<file path="src/hw/rtl/plane_segment_cut_bounds_core_macros.svh">
// assertion macros used by the rtl top level
`ifndef PLANE_SEGMENT_CUT_BOUNDS_CORE_MACROS_SVH
`define PLANE_SEGMENT_CUT_BOUNDS_CORE_MACROS_SVH

// same-cycle implication
`define PSCB_ASSERT_NOW(label, clk, rst, ante, cons) \
  label: assert property (@(posedge clk) disable iff (rst) (ante) |-> (cons)) \
    else $error("pscb assertion failed");

// next-cycle implication
`define PSCB_ASSERT_NEXT(label, clk, rst, ante, cons) \
  label: assert property (@(posedge clk) disable iff (rst) (ante) |=> (cons)) \
    else $error("pscb assertion failed");

`endif

</file>
<file path="src/hw/rtl/pscb_pkg.sv">
package pscb_pkg;

  localparam int unsigned CfgIdxWidth = 3;
  localparam int unsigned CfgDataWidth = 48;

  localparam logic [CfgIdxWidth-1:0] CFG_ORIGIN_X       = 3'd0;
  localparam logic [CfgIdxWidth-1:0] CFG_ORIGIN_Y       = 3'd1;
  localparam logic [CfgIdxWidth-1:0] CFG_ORIGIN_Z       = 3'd2;
  localparam logic [CfgIdxWidth-1:0] CFG_PLANE_NORMAL   = 3'd3;
  localparam logic [CfgIdxWidth-1:0] CFG_AXIS_U         = 3'd4;
  localparam logic [CfgIdxWidth-1:0] CFG_AXIS_V         = 3'd5;
  localparam logic [CfgIdxWidth-1:0] CFG_PARALLEL_LIMIT = 3'd6;

  localparam logic signed [31:0] BOX_MAX = 32'sh7fffffff;
  localparam logic signed [31:0] BOX_MIN = 32'sh80000000;

  typedef enum logic [2:0] {
    MUL_UN,
    MUL_VN,
    MUL_HI,
    MUL_LO,
    MUL_AXU,
    MUL_AXV
  } mul_op_t;

  typedef struct packed {
    logic       load;
    logic       mul_en;
    mul_op_t    mul_op;
    logic [1:0] lane;
    logic       first;
    logic       last;
    logic       div_init;
    logic       div_step;
    logic       div_first;
    logic       box_update;
    logic       emit;
  } pscb_cmd_t;

  typedef struct packed {
    logic skip;
    logic last_seg;
    logic out_free;
  } pscb_status_t;

  function automatic logic signed [15:0] vec_field(input logic [47:0] packed_vec,
                                                   input logic [1:0] k);
    logic signed [15:0] f;
    case (k)
      2'd0: f = signed'(packed_vec[15:0]);
      2'd1: f = signed'(packed_vec[31:16]);
      default: f = signed'(packed_vec[47:32]);
    endcase
    return f;
  endfunction

endpackage

</file>
<file path="src/hw/rtl/pscb_ctrl.sv">
module pscb_ctrl (
  input  logic                 clk,
  input  logic                 rst,
  input  logic                 in_valid,
  output logic                 in_stall,
  input  pscb_pkg::pscb_status_t status,
  output pscb_pkg::pscb_cmd_t  cmd
);

  typedef enum logic [2:0] {
    S_IDLE,
    S_DOT,
    S_CHECK,
    S_DIV,
    S_SCALE,
    S_PROJ,
    S_UPDATE,
    S_FINISH
  } state_t;

  state_t state, state_next;
  logic [5:0] cnt, cnt_next;

  assign in_stall = (state != S_IDLE);

  always_comb begin
    state_next = state;
    cnt_next = cnt + 6'd1;
    cmd = '0;
    cmd.mul_op = pscb_pkg::MUL_UN;
    case (state)
      S_IDLE: begin
        cnt_next = '0;
        if (in_valid) begin
          cmd.load = 1'b1;
          state_next = S_DOT;
        end
      end
      S_DOT: begin
        if (cnt < 6'd6) begin
          cmd.mul_en = 1'b1;
          cmd.mul_op = (cnt < 6'd3) ? pscb_pkg::MUL_UN : pscb_pkg::MUL_VN;
          case (cnt)
            6'd0, 6'd3: cmd.lane = 2'd0;
            6'd1, 6'd4: cmd.lane = 2'd1;
            default: cmd.lane = 2'd2;
          endcase
          cmd.first = (cmd.lane == 2'd0);
          cmd.last = (cmd.lane == 2'd2);
        end else begin
          state_next = S_CHECK;
        end
      end
      S_CHECK: begin
        cnt_next = '0;
        if (status.skip) begin
          state_next = S_FINISH;
        end else begin
          cmd.div_init = 1'b1;
          state_next = S_DIV;
        end
      end
      S_DIV: begin
        cmd.div_step = 1'b1;
        cmd.div_first = (cnt == 6'd0);
        if (cnt == 6'd32) begin
          cnt_next = '0;
          state_next = S_SCALE;
        end
      end
      S_SCALE: begin
        cmd.mul_en = 1'b1;
        cmd.mul_op = cnt[0] ? pscb_pkg::MUL_LO : pscb_pkg::MUL_HI;
        cmd.lane = cnt[2:1];
        if (cnt == 6'd5) begin
          cnt_next = '0;
          state_next = S_PROJ;
        end
      end
      S_PROJ: begin
        if (cnt < 6'd6) begin
          cmd.mul_en = 1'b1;
          cmd.mul_op = (cnt < 6'd3) ? pscb_pkg::MUL_AXU : pscb_pkg::MUL_AXV;
          case (cnt)
            6'd0, 6'd3: cmd.lane = 2'd0;
            6'd1, 6'd4: cmd.lane = 2'd1;
            default: cmd.lane = 2'd2;
          endcase
          cmd.first = (cmd.lane == 2'd0);
          cmd.last = (cmd.lane == 2'd2);
        end else begin
          state_next = S_UPDATE;
        end
      end
      S_UPDATE: begin
        cmd.box_update = 1'b1;
        state_next = S_FINISH;
      end
      S_FINISH: begin
        if (!status.last_seg) begin
          state_next = S_IDLE;
        end else if (status.out_free) begin
          cmd.emit = 1'b1;
          state_next = S_IDLE;
        end
      end
      default: begin
        state_next = S_IDLE;
      end
    endcase
  end

  always_ff @(posedge clk) begin
    if (rst) begin
      state <= S_IDLE;
      cnt <= '0;
    end else begin
      state <= state_next;
      cnt <= cnt_next;
    end
  end

endmodule

</file>
<file path="src/hw/rtl/pscb_datapath.sv">
module pscb_datapath #(
  parameter int COORD_WIDTH = 32
) (
  input  logic                                   clk,
  input  logic                                   rst,
  input  pscb_pkg::pscb_cmd_t                    cmd,
  output pscb_pkg::pscb_status_t                 status,
  input  logic                                   cfg_valid,
  input  logic [pscb_pkg::CfgIdxWidth-1:0]       cfg_index,
  input  logic [pscb_pkg::CfgDataWidth-1:0]      cfg_data,
  input  logic signed [COORD_WIDTH-1:0]          start_x,
  input  logic signed [COORD_WIDTH-1:0]          start_y,
  input  logic signed [COORD_WIDTH-1:0]          start_z,
  input  logic signed [COORD_WIDTH-1:0]          end_x,
  input  logic signed [COORD_WIDTH-1:0]          end_y,
  input  logic signed [COORD_WIDTH-1:0]          end_z,
  input  logic                                   last_segment,
  input  logic                                   out_stall,
  output logic                                   out_valid,
  output logic signed [31:0]                     bound_min_u,
  output logic signed [31:0]                     bound_min_v,
  output logic signed [31:0]                     bound_max_u,
  output logic signed [31:0]                     bound_max_v,
  output logic                                   any_hit
);

  localparam int CwEff = (COORD_WIDTH > 32) ? 32 : COORD_WIDTH;

  function automatic logic signed [31:0] ext(input logic [COORD_WIDTH-1:0] x);
    logic signed [CwEff-1:0] lo;
    lo = signed'(x[CwEff-1:0]);
    return 32'(lo);
  endfunction

  // configuration
  logic signed [31:0] origin [3];
  logic [47:0] plane_normal, axis_u, axis_v;
  logic [15:0] parallel_limit;

  // item
  logic signed [32:0] op_r [3];
  logic signed [32:0] d_r [3];
  logic signed [34:0] rel [3];
  logic last_r;

  // arithmetic
  logic signed [34:0] mul_a;
  logic signed [17:0] mul_b;
  logic signed [52:0] prod;
  logic tag_valid, tag_first, tag_last;
  pscb_pkg::mul_op_t tag_op;
  logic [1:0] tag_lane;
  logic signed [54:0] acc, acc_next;
  logic signed [54:0] u_r, v_r;
  logic [50:0] h_r;
  logic signed [31:0] cu;

  // divider
  logic [54:0] au, av, av_r;
  logic [55:0] rem, rem_sh;
  logic [32:0] t;
  logic div_bit;

  // box
  logic signed [31:0] run_min_u, run_min_v, run_max_u, run_max_v;
  logic hit_seen;

  logic [32:0] ad;
  logic [51:0] s_sum;
  logic signed [34:0] s_val;
  logic signed [40:0] shifted;

  always_comb begin
    ad = d_r[cmd.lane][32] ? 33'(-d_r[cmd.lane]) : 33'(d_r[cmd.lane]);
    case (cmd.mul_op)
      pscb_pkg::MUL_UN: begin
        mul_a = 35'(op_r[cmd.lane]);
        mul_b = 18'(pscb_pkg::vec_field(plane_normal, cmd.lane));
      end
      pscb_pkg::MUL_VN: begin
        mul_a = 35'(d_r[cmd.lane]);
        mul_b = 18'(pscb_pkg::vec_field(plane_normal, cmd.lane));
      end
      pscb_pkg::MUL_HI: begin
        mul_a = signed'({2'b00, ad});
        mul_b = signed'({1'b0, t[32:16]});
      end
      pscb_pkg::MUL_LO: begin
        mul_a = signed'({2'b00, ad});
        mul_b = signed'({2'b00, t[15:0]});
      end
      pscb_pkg::MUL_AXU: begin
        mul_a = rel[cmd.lane];
        mul_b = 18'(pscb_pkg::vec_field(axis_u, cmd.lane));
      end
      default: begin
        mul_a = rel[cmd.lane];
        mul_b = 18'(pscb_pkg::vec_field(axis_v, cmd.lane));
      end
    endcase
  end

  always_comb begin
    acc_next = tag_first ? 55'(prod) : acc + 55'(prod);
    shifted = 41'(acc_next >>> 14);
    if (shifted > 41'sd2147483647) begin
      cu = pscb_pkg::BOX_MAX;
    end else if (shifted < -41'sd2147483648) begin
      cu = pscb_pkg::BOX_MIN;
    end else begin
      cu = 32'(shifted);
    end
    s_sum = 52'(h_r) + 52'(prod[50:16]);
    s_val = signed'({2'b00, s_sum[48:16]});
  end

  always_comb begin
    au = u_r[54] ? 55'(-u_r) : 55'(u_r);
    av = v_r[54] ? 55'(-v_r) : 55'(v_r);
    status.skip = (v_r == '0) || (av < {25'd0, parallel_limit, 14'd0})
                  || ((u_r != '0) && (u_r[54] != v_r[54])) || (au > av);
    status.last_seg = last_r;
    status.out_free = !out_valid || !out_stall;
    rem_sh = cmd.div_first ? rem : {rem[54:0], 1'b0};
    div_bit = (rem_sh >= {1'b0, av_r});
  end

  always_ff @(posedge clk) begin
    if (rst) begin
      origin[0] <= '0;
      origin[1] <= '0;
      origin[2] <= '0;
      plane_normal <= 48'h4000_0000_0000;
      axis_u <= 48'h0000_0000_4000;
      axis_v <= 48'h0000_4000_0000;
      parallel_limit <= 16'd1;
    end else if (cfg_valid) begin
      case (cfg_index)
        pscb_pkg::CFG_ORIGIN_X: origin[0] <= signed'(cfg_data[31:0]);
        pscb_pkg::CFG_ORIGIN_Y: origin[1] <= signed'(cfg_data[31:0]);
        pscb_pkg::CFG_ORIGIN_Z: origin[2] <= signed'(cfg_data[31:0]);
        pscb_pkg::CFG_PLANE_NORMAL: plane_normal <= cfg_data;
        pscb_pkg::CFG_AXIS_U: axis_u <= cfg_data;
        pscb_pkg::CFG_AXIS_V: axis_v <= cfg_data;
        pscb_pkg::CFG_PARALLEL_LIMIT: parallel_limit <= cfg_data[15:0];
        default: ;
      endcase
    end
  end

  always_ff @(posedge clk) begin
    if (cmd.load) begin
      op_r[0] <= 33'(origin[0]) - 33'(ext(start_x));
      op_r[1] <= 33'(origin[1]) - 33'(ext(start_y));
      op_r[2] <= 33'(origin[2]) - 33'(ext(start_z));
      d_r[0] <= 33'(ext(end_x)) - 33'(ext(start_x));
      d_r[1] <= 33'(ext(end_y)) - 33'(ext(start_y));
      d_r[2] <= 33'(ext(end_z)) - 33'(ext(start_z));
      last_r <= last_segment;
    end
    if (cmd.mul_en) begin
      prod <= mul_a * mul_b;
    end
    tag_op <= cmd.mul_op;
    tag_lane <= cmd.lane;
    tag_first <= cmd.first;
    tag_last <= cmd.last;
    if (tag_valid) begin
      case (tag_op)
        pscb_pkg::MUL_HI: h_r <= prod[50:0];
        pscb_pkg::MUL_LO: begin
          rel[tag_lane] <= -35'(op_r[tag_lane])
                           + (d_r[tag_lane][32] ? -s_val : s_val);
        end
        default: begin
          acc <= acc_next;
          if (tag_last) begin
            case (tag_op)
              pscb_pkg::MUL_UN: u_r <= acc_next;
              pscb_pkg::MUL_VN: v_r <= acc_next;
              default: ;
            endcase
          end
        end
      endcase
    end
    if (cmd.div_init) begin
      rem <= {1'b0, au};
      av_r <= av;
      t <= '0;
    end else if (cmd.div_step) begin
      rem <= div_bit ? rem_sh - {1'b0, av_r} : rem_sh;
      t <= {t[31:0], div_bit};
    end
  end

  // projected coordinates, saturated
  logic signed [31:0] cu_r, cv_r;

  always_ff @(posedge clk) begin
    if (tag_valid && tag_last && (tag_op == pscb_pkg::MUL_AXU)) begin
      cu_r <= cu;
    end
    if (tag_valid && tag_last && (tag_op == pscb_pkg::MUL_AXV)) begin
      cv_r <= cu;
    end
  end

  always_ff @(posedge clk) begin
    if (rst) begin
      tag_valid <= 1'b0;
      run_min_u <= pscb_pkg::BOX_MAX;
      run_min_v <= pscb_pkg::BOX_MAX;
      run_max_u <= pscb_pkg::BOX_MIN;
      run_max_v <= pscb_pkg::BOX_MIN;
      hit_seen <= 1'b0;
      out_valid <= 1'b0;
    end else begin
      tag_valid <= cmd.mul_en;
      if (cmd.emit) begin
        run_min_u <= pscb_pkg::BOX_MAX;
        run_min_v <= pscb_pkg::BOX_MAX;
        run_max_u <= pscb_pkg::BOX_MIN;
        run_max_v <= pscb_pkg::BOX_MIN;
        hit_seen <= 1'b0;
      end else if (cmd.box_update) begin
        if (cu_r < run_min_u) run_min_u <= cu_r;
        if (cv_r < run_min_v) run_min_v <= cv_r;
        if (cu_r > run_max_u) run_max_u <= cu_r;
        if (cv_r > run_max_v) run_max_v <= cv_r;
        hit_seen <= 1'b1;
      end
      if (cmd.emit) begin
        out_valid <= 1'b1;
      end else if (!out_stall) begin
        out_valid <= 1'b0;
      end
    end
  end

  always_ff @(posedge clk) begin
    if (cmd.emit) begin
      bound_min_u <= run_min_u;
      bound_min_v <= run_min_v;
      bound_max_u <= run_max_u;
      bound_max_v <= run_max_v;
      any_hit <= hit_seen;
    end
  end

endmodule

</file>
<file path="src/hw/rtl/plane_segment_cut_bounds_core.sv">
// channel   dir  handshake                payload
// in        in   in_valid / in_stall      start_*, end_*, last_segment
// out       out  out_valid / out_stall    bound_min_*, bound_max_*, any_hit
// cfg       in   cfg_valid / cfg_ready    cfg_index, cfg_data
//
// one request at a time; each segment uses the shared 35x18 multiplier, and
// one that cuts the plane also the 33-step restoring divider; one that is
// skipped leaves out the divider
// a result waits in the output register; a last segment that finds it still
// stalled holds in_stall until it is taken
// rst is synchronous: configuration returns to its reset values, box cleared
`include "plane_segment_cut_bounds_core_macros.svh"

module plane_segment_cut_bounds_core #(
  parameter int COORD_WIDTH = 32
) (
  input  logic                              clk,
  input  logic                              rst,
  input  logic                              in_valid,
  output logic                              in_stall,
  input  logic signed [COORD_WIDTH-1:0]     start_x,
  input  logic signed [COORD_WIDTH-1:0]     start_y,
  input  logic signed [COORD_WIDTH-1:0]     start_z,
  input  logic signed [COORD_WIDTH-1:0]     end_x,
  input  logic signed [COORD_WIDTH-1:0]     end_y,
  input  logic signed [COORD_WIDTH-1:0]     end_z,
  input  logic                              last_segment,
  output logic                              out_valid,
  input  logic                              out_stall,
  output logic signed [31:0]                bound_min_u,
  output logic signed [31:0]                bound_min_v,
  output logic signed [31:0]                bound_max_u,
  output logic signed [31:0]                bound_max_v,
  output logic                              any_hit,
  input  logic                              cfg_valid,
  output logic                              cfg_ready,
  input  logic [pscb_pkg::CfgIdxWidth-1:0]  cfg_index,
  input  logic [pscb_pkg::CfgDataWidth-1:0] cfg_data
);

  pscb_pkg::pscb_cmd_t cmd;
  pscb_pkg::pscb_status_t status;

  assign cfg_ready = 1'b1;

  pscb_ctrl u_ctrl (
    .clk      (clk),
    .rst      (rst),
    .in_valid (in_valid),
    .in_stall (in_stall),
    .status   (status),
    .cmd      (cmd)
  );

  pscb_datapath #(
    .COORD_WIDTH (COORD_WIDTH)
  ) u_datapath (
    .clk          (clk),
    .rst          (rst),
    .cmd          (cmd),
    .status       (status),
    .cfg_valid    (cfg_valid && cfg_ready),
    .cfg_index    (cfg_index),
    .cfg_data     (cfg_data),
    .start_x      (start_x),
    .start_y      (start_y),
    .start_z      (start_z),
    .end_x        (end_x),
    .end_y        (end_y),
    .end_z        (end_z),
    .last_segment (last_segment),
    .out_stall    (out_stall),
    .out_valid    (out_valid),
    .bound_min_u  (bound_min_u),
    .bound_min_v  (bound_min_v),
    .bound_max_u  (bound_max_u),
    .bound_max_v  (bound_max_v),
    .any_hit      (any_hit)
  );

  `PSCB_ASSERT_NEXT(a_busy_after_accept, clk, rst, in_valid && !in_stall, in_stall)
  `PSCB_ASSERT_NOW(a_empty_box, clk, rst, out_valid && !any_hit,
    bound_min_u == pscb_pkg::BOX_MAX && bound_max_v == pscb_pkg::BOX_MIN)
  `PSCB_ASSERT_NOW(a_box_ordered, clk, rst, out_valid && any_hit,
    bound_min_u <= bound_max_u && bound_min_v <= bound_max_v)

endmodule

</file>
<file path="config.mk">
export PLATFORM = sky130hd
export DESIGN_NAME = plane_segment_cut_bounds_core
export DESIGN_NICKNAME = d
export VERILOG_FILES = /design/src/hw/rtl/pscb_pkg.sv /design/src/hw/rtl/pscb_ctrl.sv /design/src/hw/rtl/pscb_datapath.sv /design/src/hw/rtl/plane_segment_cut_bounds_core.sv
export VERILOG_INCLUDE_DIRS = /design/src /design/src/hw/rtl
export SDC_FILE = /design/constraint.sdc
export NUM_CORES = 2
export LEC_CHECK = 0
export BUFFER_PORTS_ARGS = -buffer_cell sky130_fd_sc_hd__buf_2
export CORE_MARGIN = 4
export CORE_UTILIZATION = 35
export CTS_CLUSTER_SIZE = 8
export DETAILED_ROUTE_END_ITERATION = 6
export SLEW_MARGIN = 0
export SYNTH_ARGS = -nofsm -noshare
export SYNTH_HDL_FRONTEND = slang
export SYNTH_SLANG_ARGS = --single-unit
</file>
<file path="constraint.sdc">
create_clock -name clk -period 10.51 [get_ports clk]
set_input_delay 0.5255 -clock clk [delete_from_list [all_inputs] [get_ports clk]]
set_output_delay 0.5255 -clock clk [all_outputs]
set_load 0.03 [all_outputs]
</file>
== Word-level counts from Yosys, hierarchy flattened ==
Memories as Yosys holds them, arrays and structs flattened. A register that Yosys moved wholly into a read port is not among the register bits.
Index checks and enable logic that the tools add are counted.

* Memories kept: 4
* Register bits: 912
* Output and inout port bits: 132
* Bits in writable memories: 399

{| class="wikitable"
|+ Memory list
! memory !! depth !! bits a word !! rd ports !! clocked after memory_dff !! write ports !! line !! source
|-
| u_datapath.rel || 3 || 35 || 1 || 0 || 1 || pscb_datapath.sv:43 || <nowiki>logic signed [34:0] rel [3];</nowiki>
|-
| u_datapath.d_r || 3 || 33 || 2 || 1 || 3 || pscb_datapath.sv:42 || <nowiki>logic signed [32:0] d_r [3];</nowiki>
|-
| u_datapath.op_r || 3 || 33 || 2 || 1 || 3 || pscb_datapath.sv:41 || <nowiki>logic signed [32:0] op_r [3];</nowiki>
|-
| u_datapath.origin || 3 || 32 || 3 || 0 || 3 || pscb_datapath.sv:36 || <nowiki>logic signed [31:0] origin [3];</nowiki>
|}

* Reduce and logical (&&, ||, !) cells: 42
* Eq/ne operators: 38
* $add $sub $neg: 16
* Multipliers: 1
* Muxes and demuxes: 72
* $lt $le $gt $ge: 11
* Bitwise gates (word level): 4

{| class="wikitable"
|+ Operators by type and width
! kind !! number
|-
| $mux W55 || 5
|-
| $sub A32 B32 Y33 || 6
|-
| $mux W32 || 5
|-
| $mux W56 || 2
|-
| $neg A55 Y55 || 2
|-
| $pmux W35 S3 || 1
|-
| $pmux W16 S2 || 3
|-
| $pmux W18 S4 || 1
|-
| $neg A33 Y35 || 2
|-
| $gt A32 B32 Y1 || 2
|-
| $lt A32 B32 Y1 || 2
|-
| $ge A56 B55 Y1 || 1
|-
| $sub A56 B55 Y56 || 1
|-
| $add A55 B53 Y55 || 1
|-
| $gt A55 B55 Y1 || 1
|-
| $logic_not A55 Y1 || 1
|-
| $lt A55 B30 Y1 || 1
|-
| $reduce_bool A55 Y1 || 1
|-
| $mul A35 B18 Y53 || 1
|-
| $add A49 B35 Y49 || 1
|-
| $gt A41 B32 Y1 const B || 1
|-
| $lt A41 B32 Y1 const B || 1
|-
| $pmux W6 S3 || 2
|-
| $add A35 B35 Y35 || 1
|-
| other kinds (40) || 139
|}

== Logic depth before layout (Yosys ltp) ==
An unclocked memory read counts as a cell.

* Word-level depth: 13
* Depth in mapped cells: 44

== Modules after synthesis ==
From an unflattened synthesis, not the netlist that was laid out.

* Cell total of the unflattened synthesis: 10157
* Area total of the unflattened synthesis: 97608.6 µm²

{| class="wikitable"
|+ By module, submodules not included
! module !! cells an instance !! sequential area each (µm²) !! times used !! area each (µm²)
|-
| pscb_datapath || 10070 || 35774.3 || 1 || 96945.5
|-
| pscb_ctrl || 85 || 180.2 || 1 || 651.9
|-
| plane_segment_cut_bounds_core || 2 || 0.0 || 1 || 11.3
|}

== Least setup slack after synthesis ==
OpenSTA, ideal clock, no wires.

* Kind: register to register
* Start: register u_ctrl.cnt[1]
* End: register u_datapath.prod[50] (data pin)
* Setup slack: 106 ps
* Arrival: 10140 ps
* Clock period less this slack: 10404 ps
* Cell stages (with the launch flop): 41
* Path through: dfxtp_1 -> clkbuf_1 -> inv_1 -> ha_1 -> mux2i_1 -> nor3_1 -> o21bai_1 -> buf_2 -> nor2_1 -> clkbuf_1 -> a222oi_1 -> ha_1 -> and2_1 -> nand4_1 -> nor4_4 -> a21oi_1 -> xnor2_1 -> o211ai_1 -> [... 5 more ...] -> inv_1 -> fa_1 -> fa_1 -> inv_1 -> fa_1 -> inv_1 -> ha_1 -> a21o_1 -> a21o_1 -> a21o_1 -> a21oi_1 -> a41oi_1 -> a221oi_1 -> o21a_1 -> o31a_1 -> o21ai_0 -> a221oi_1 -> xnor2_1

* Cells in the longest elaborated chain, start to end: 12
* Elaborated cells between the ends (all ways): 37
* Those cells by class: add/sub: 1; mul: 1; order compare: 2; eq/ne: 8; mux: 15; reduce/logical: 7; memory: 3

{| class="wikitable"
|+ Ends and longest elaborated chain
! element !! line !! source
|-
| start, declared || pscb_ctrl.sv:22 || <nowiki>logic [5:0] cnt, cnt_next;</nowiki>
|-
| start signal, assigned || pscb_ctrl.sv:119 || <nowiki>cnt <= cnt_next;</nowiki>
|-
| $eq A6 B1 Y1 (tied with other cells) || pscb_ctrl.sv:43, pscb_ctrl.sv:84 ||
|-
| $reduce_or A2 Y1 || pscb_ctrl.sv:43, pscb_ctrl.sv:84 ||
|-
| $pmux W2 S2 || pscb_ctrl.sv:43, pscb_ctrl.sv:84 ||
|-
| $mux W2 || pscb_ctrl.sv:40, pscb_ctrl.sv:81 ||
|-
| $mux W2 || pscb_ctrl.sv:31 || <nowiki>case (state)</nowiki>
|-
| $mux W8 (on tied branches) || pscb_ctrl.sv:81, pscb_ctrl.sv:40 ||
|-
| $pmux W6 S3 * || pscb_ctrl.sv:31 ||
|-
| $mem_v2 Z3 W33 || -- ||
|-
| $neg A33 Y33 || pscb_datapath.sv:74 || <nowiki>ad = d_r[cmd.lane][32] ? 33'(-d_r[cmd.lane]) : 33'(d_r[cmd.lane]);</nowiki>
|-
| $mux W33 || pscb_datapath.sv:74 ||
|-
| $pmux W35 S3 || pscb_datapath.sv:75 || <nowiki>case (cmd.mul_op)</nowiki>
|-
| $mul A35 B18 Y53 * || pscb_datapath.sv:162 || <nowiki>prod <= mul_a * mul_b;</nowiki>
|-
| end signal, assigned || pscb_datapath.sv:162 ||
|-
| end, declared || pscb_datapath.sv:49 || <nowiki>logic signed [52:0] prod;</nowiki>
|}

Every way passes the cells marked *; elsewhere a longest branch is shown, timed or not. The select of a mux whose other input is x is not followed.
A chain may end at the register's enable or synchronous reset.

== Final worst setup path ==
* Start: register u_ctrl.cnt[0]
* End: register u_datapath.prod[46] (data pin)

The elaborated chain is that of the path after synthesis.

==> impl_metrics.yaml <==
run_status:
  outcome: "complete, no violations"
routing:
  firstDrtPassIters: 6
  routedWlPerCell_um: 21.1
  ant_nets: 0
  drtIter0Drc: 6736
  drc: 0
  vias_per_cell: 5.26
  route.vias.total: 77500
  routed_wirelength_um: 311000
cts:
  clock_path_buffers: 4
  clk_latency_ps: 840
  numCtsBuffers: 190
  cts_sinks: 1311
  cts_tree: "built"
  htreeDepth: 4
  path_clk_slew_ps: 60
  clockRootBuffer: "clkbuf_16"
finish:
  multiInputGateArea_mm2: 0.0566
  nets: 12400
  instances_no_fill: 14700
  ff_latch_area_mm2: 0.0360
  final_core_util: 0.400
  final_cell_mix: "nand2_1, inv_1, edfxtp_1"
  nFillCells: 27800
  layout.cells.most_common: "nand2_1"
  drive_gt1_frac: 0.100
  area_growth_pct: 13.8
job:
  cap_violations: 0
timing:
  final_max_slew_viol_count: 0
  fin_ws_ps: 405
  clock_skew_ps: 65.0
  worst_pin_slew_ps: 1200
  period_minus_slack_ps: 10100
  min_period_over_period: 0.961
  setup_viol: 0
  finalHoldViolations: 0
  timing.hold.ws_ps: 67.1
  max_freq_mhz: 99.0
  relSlewSlack: 0.197
yosys:
  synth.area.top_cells: "edfxtp_1, fa_1, ha_1"
  synth_top_family_by_area: "adder cells"
  synth.area.mux_share: 0.0256
  ys_types: 105
  synth_compound_area_frac: 0.146
  syn_nets: 11900
  syn-cell-area_mm2: 0.0985
  async_reset_ff_frac: 0
  synth_top_area_cell: "edfxtp_1"
  ys_seq_area_frac: 0.365
  synth.avg_cell_area_um2: 9.49
  synth_edf_count: 970
  synth-simple-area-share: 0.139
  yosysTopAreaCellShare: 0.296
  synthXorXnorAreaFrac: 0.0453
  synth_fa_ha_area_frac: 0.213
  ys_warn_count: 0
  syn-instance-count: 10400
  synth_top_flop_cell: "edfxtp_1"
  synth-seq-cells: 1311
placed_design:
  placedCellCount: 14400
  post-place-ws_ps: 19.1
  port-buffer-count: 379
  place_hpwl_um: 247000
  gp_congestion: 0.934
power_and_ir_drop:
  clockPowerShare: 0.183
  comb_power_share: 0.551
  sw_frac_of_total: 0.449
  finalPower_mw: 30.6
  p_int_mw: 16.9
  peakVddDrop_uv: 191
  seqPwrFrac: 0.265
  p_switching_mw: 13.7
  p_leak_nw: 48.8
  pwr_density_cell_mw_per_mm2: 273
global_routing:
  gr-usage-met1: 0.287
  grt_pass1_vias: 75700
  grt_antenna_before_repair: 18
  use_met2: 0.338
  grt.busiest_layer: "met2"
  grt_first_pass_wirelength_um: 471000
  grt_max_degree: 165
  grtUsageMet3: 0.0302
  grt_usage: 0.209
  gr-total-overflow: 0
worst_hold_path:
  min_path_type: "input port to register"
worst_setup_path:
  cp.required_ps: 11080
  critPathKind: "register to register"
  critical_path_buf_inv_count: 8
  crit_path_start_kind: "register"
  arrival_ps: 10680
  cp_common_cell: "fa_1"
  worstSetupEndpointType: "register"
  cp_slowest_stage_delay_ps: 550
  critPathMaxFanout: 16
  slowest_stage: "fa_1"
  cp_top_family: "adder cells"
floorplan:
  dieHeight_um: 539
  pin_count: 381
  die_area_mm2: 0.290
  rows: 194
  start_util: 0.352
  die_x_um: 539
  core_mm2: 0.280
==> sequential cells by signal, indices dropped and copies added, names as in the netlist, 33 cells and up <==
signal and cells:
u_datapath.plane_normal 48, u_datapath.d_r 99, u_datapath.u_r 55, u_datapath.rel 105, u_datapath.prod 53, u_datapath.av_r 55, u_datapath.axis_v 48, u_datapath.axis_u 48
u_datapath.t 33, u_datapath.origin 96, u_datapath.h_r 49, u_datapath.v_r 55, u_datapath.rem 56, u_datapath.acc 55, u_datapath.op_r 99
==> synth_stat cells (60+ instances only) <==
cell,number
a211oi_1,72
a21o_1,261
a21oi_1,771
a31oi_1,92
and2_1,131
clkbuf_1,320
dfxtp_1,341
edfxtp_1,970
fa_1,611
ha_1,702
inv_1,1306
mux2i_1,205
nand2_1,1312
nand2b_1,76
nand3_1,153
nand4_1,90
nor2_1,738
nor2b_1,107
nor3_1,161
o21a_1,90
o21ai_0,373
o21bai_1,62
o31ai_1,60
or3_1,65
xnor2_1,336
xor2_1,173
==> area by class of cell <==
class                      count  area share
antenna                        7    0.000156
clock buffer                 272      0.0454
clock inverter                21     0.00191
inverter                    1308      0.0438
multi-input combinational   7368       0.505
sequential                  1311       0.321
tap                         3724      0.0416
timing repair buffer         708      0.0413
==> power by group through the flow <==
stage	registers, mW	clock network (mW)	logic, mW
2_1_floorplan	7.90	0	11.0
3_3_place_gp	8.22	0	16.6
3_5_place_dp	8.21	0	16.7
4_1_cts	8.12	5.75	16.8
5_1_grt	8.17	5.97	18.7
6_report	8.14	5.62	16.9
==> worst reg2reg max path: cells and delay by family (launching register included) <==
family	cells	cell delay (ps)
DFF	1	440
adders and majority gates	8	3620
buffers and inverters	8	840
and+or+nand+nor	7	1500
xor gates and xnor gates	2	440
AOI/OAI and AO/OA	14	3000
==> timing repair <==
item / CTS / global route
hold buffers: 27 / 0
resized for setup: 0 / 46
hold endpoints to repair: 78 / 0
setup buffers: 0 / 8
setup endpoints to repair: 0 / 17
==> metal layers <==
metal | share of wire | vias to the layer above
met5 | 0.00020 | -
met4 | 0.035 | 8
met3 | 0.066 | 494
met2 | 0.46 | 2466
met1 | 0.44 | 37800
li1 | - | 36700
==> cells by family (layout without fill, tap and decap cells) <==
family,count (synthesis),after routing
simple gates,3041,3041
flops,1311,1311
compound gates,2257,2257
fa+ha+maj,1313,1313
other cells,1,8
xor+xnor,509,509
buf+inv,1701,2309
mux,247,247
==> through the flow <==
stage               area (um^2)  TNS (ps)
finish                   112000         0
global route             112000      -132
CTS                      112000         0
detailed placement       106000         0
global placement         106000         0
floorplan                 98500         0
==> final timing paths <==
check                                             start                         to  slack (ps)  cells past startpoint
worst max-delay path                      u_ctrl.cnt[0]        u_datapath.prod[46]         410                     39
worst min-delay path                        cfg_data[9]       u_datapath.axis_v[9]          70                      3
worst max register to register            u_ctrl.cnt[0]        u_datapath.prod[46]         410                     39
worst min register to register  u_datapath.run_min_v[8]  u_datapath.bound_min_v[8]         430                      0
No activity file was read; power rests on OpenSTA's default activity.
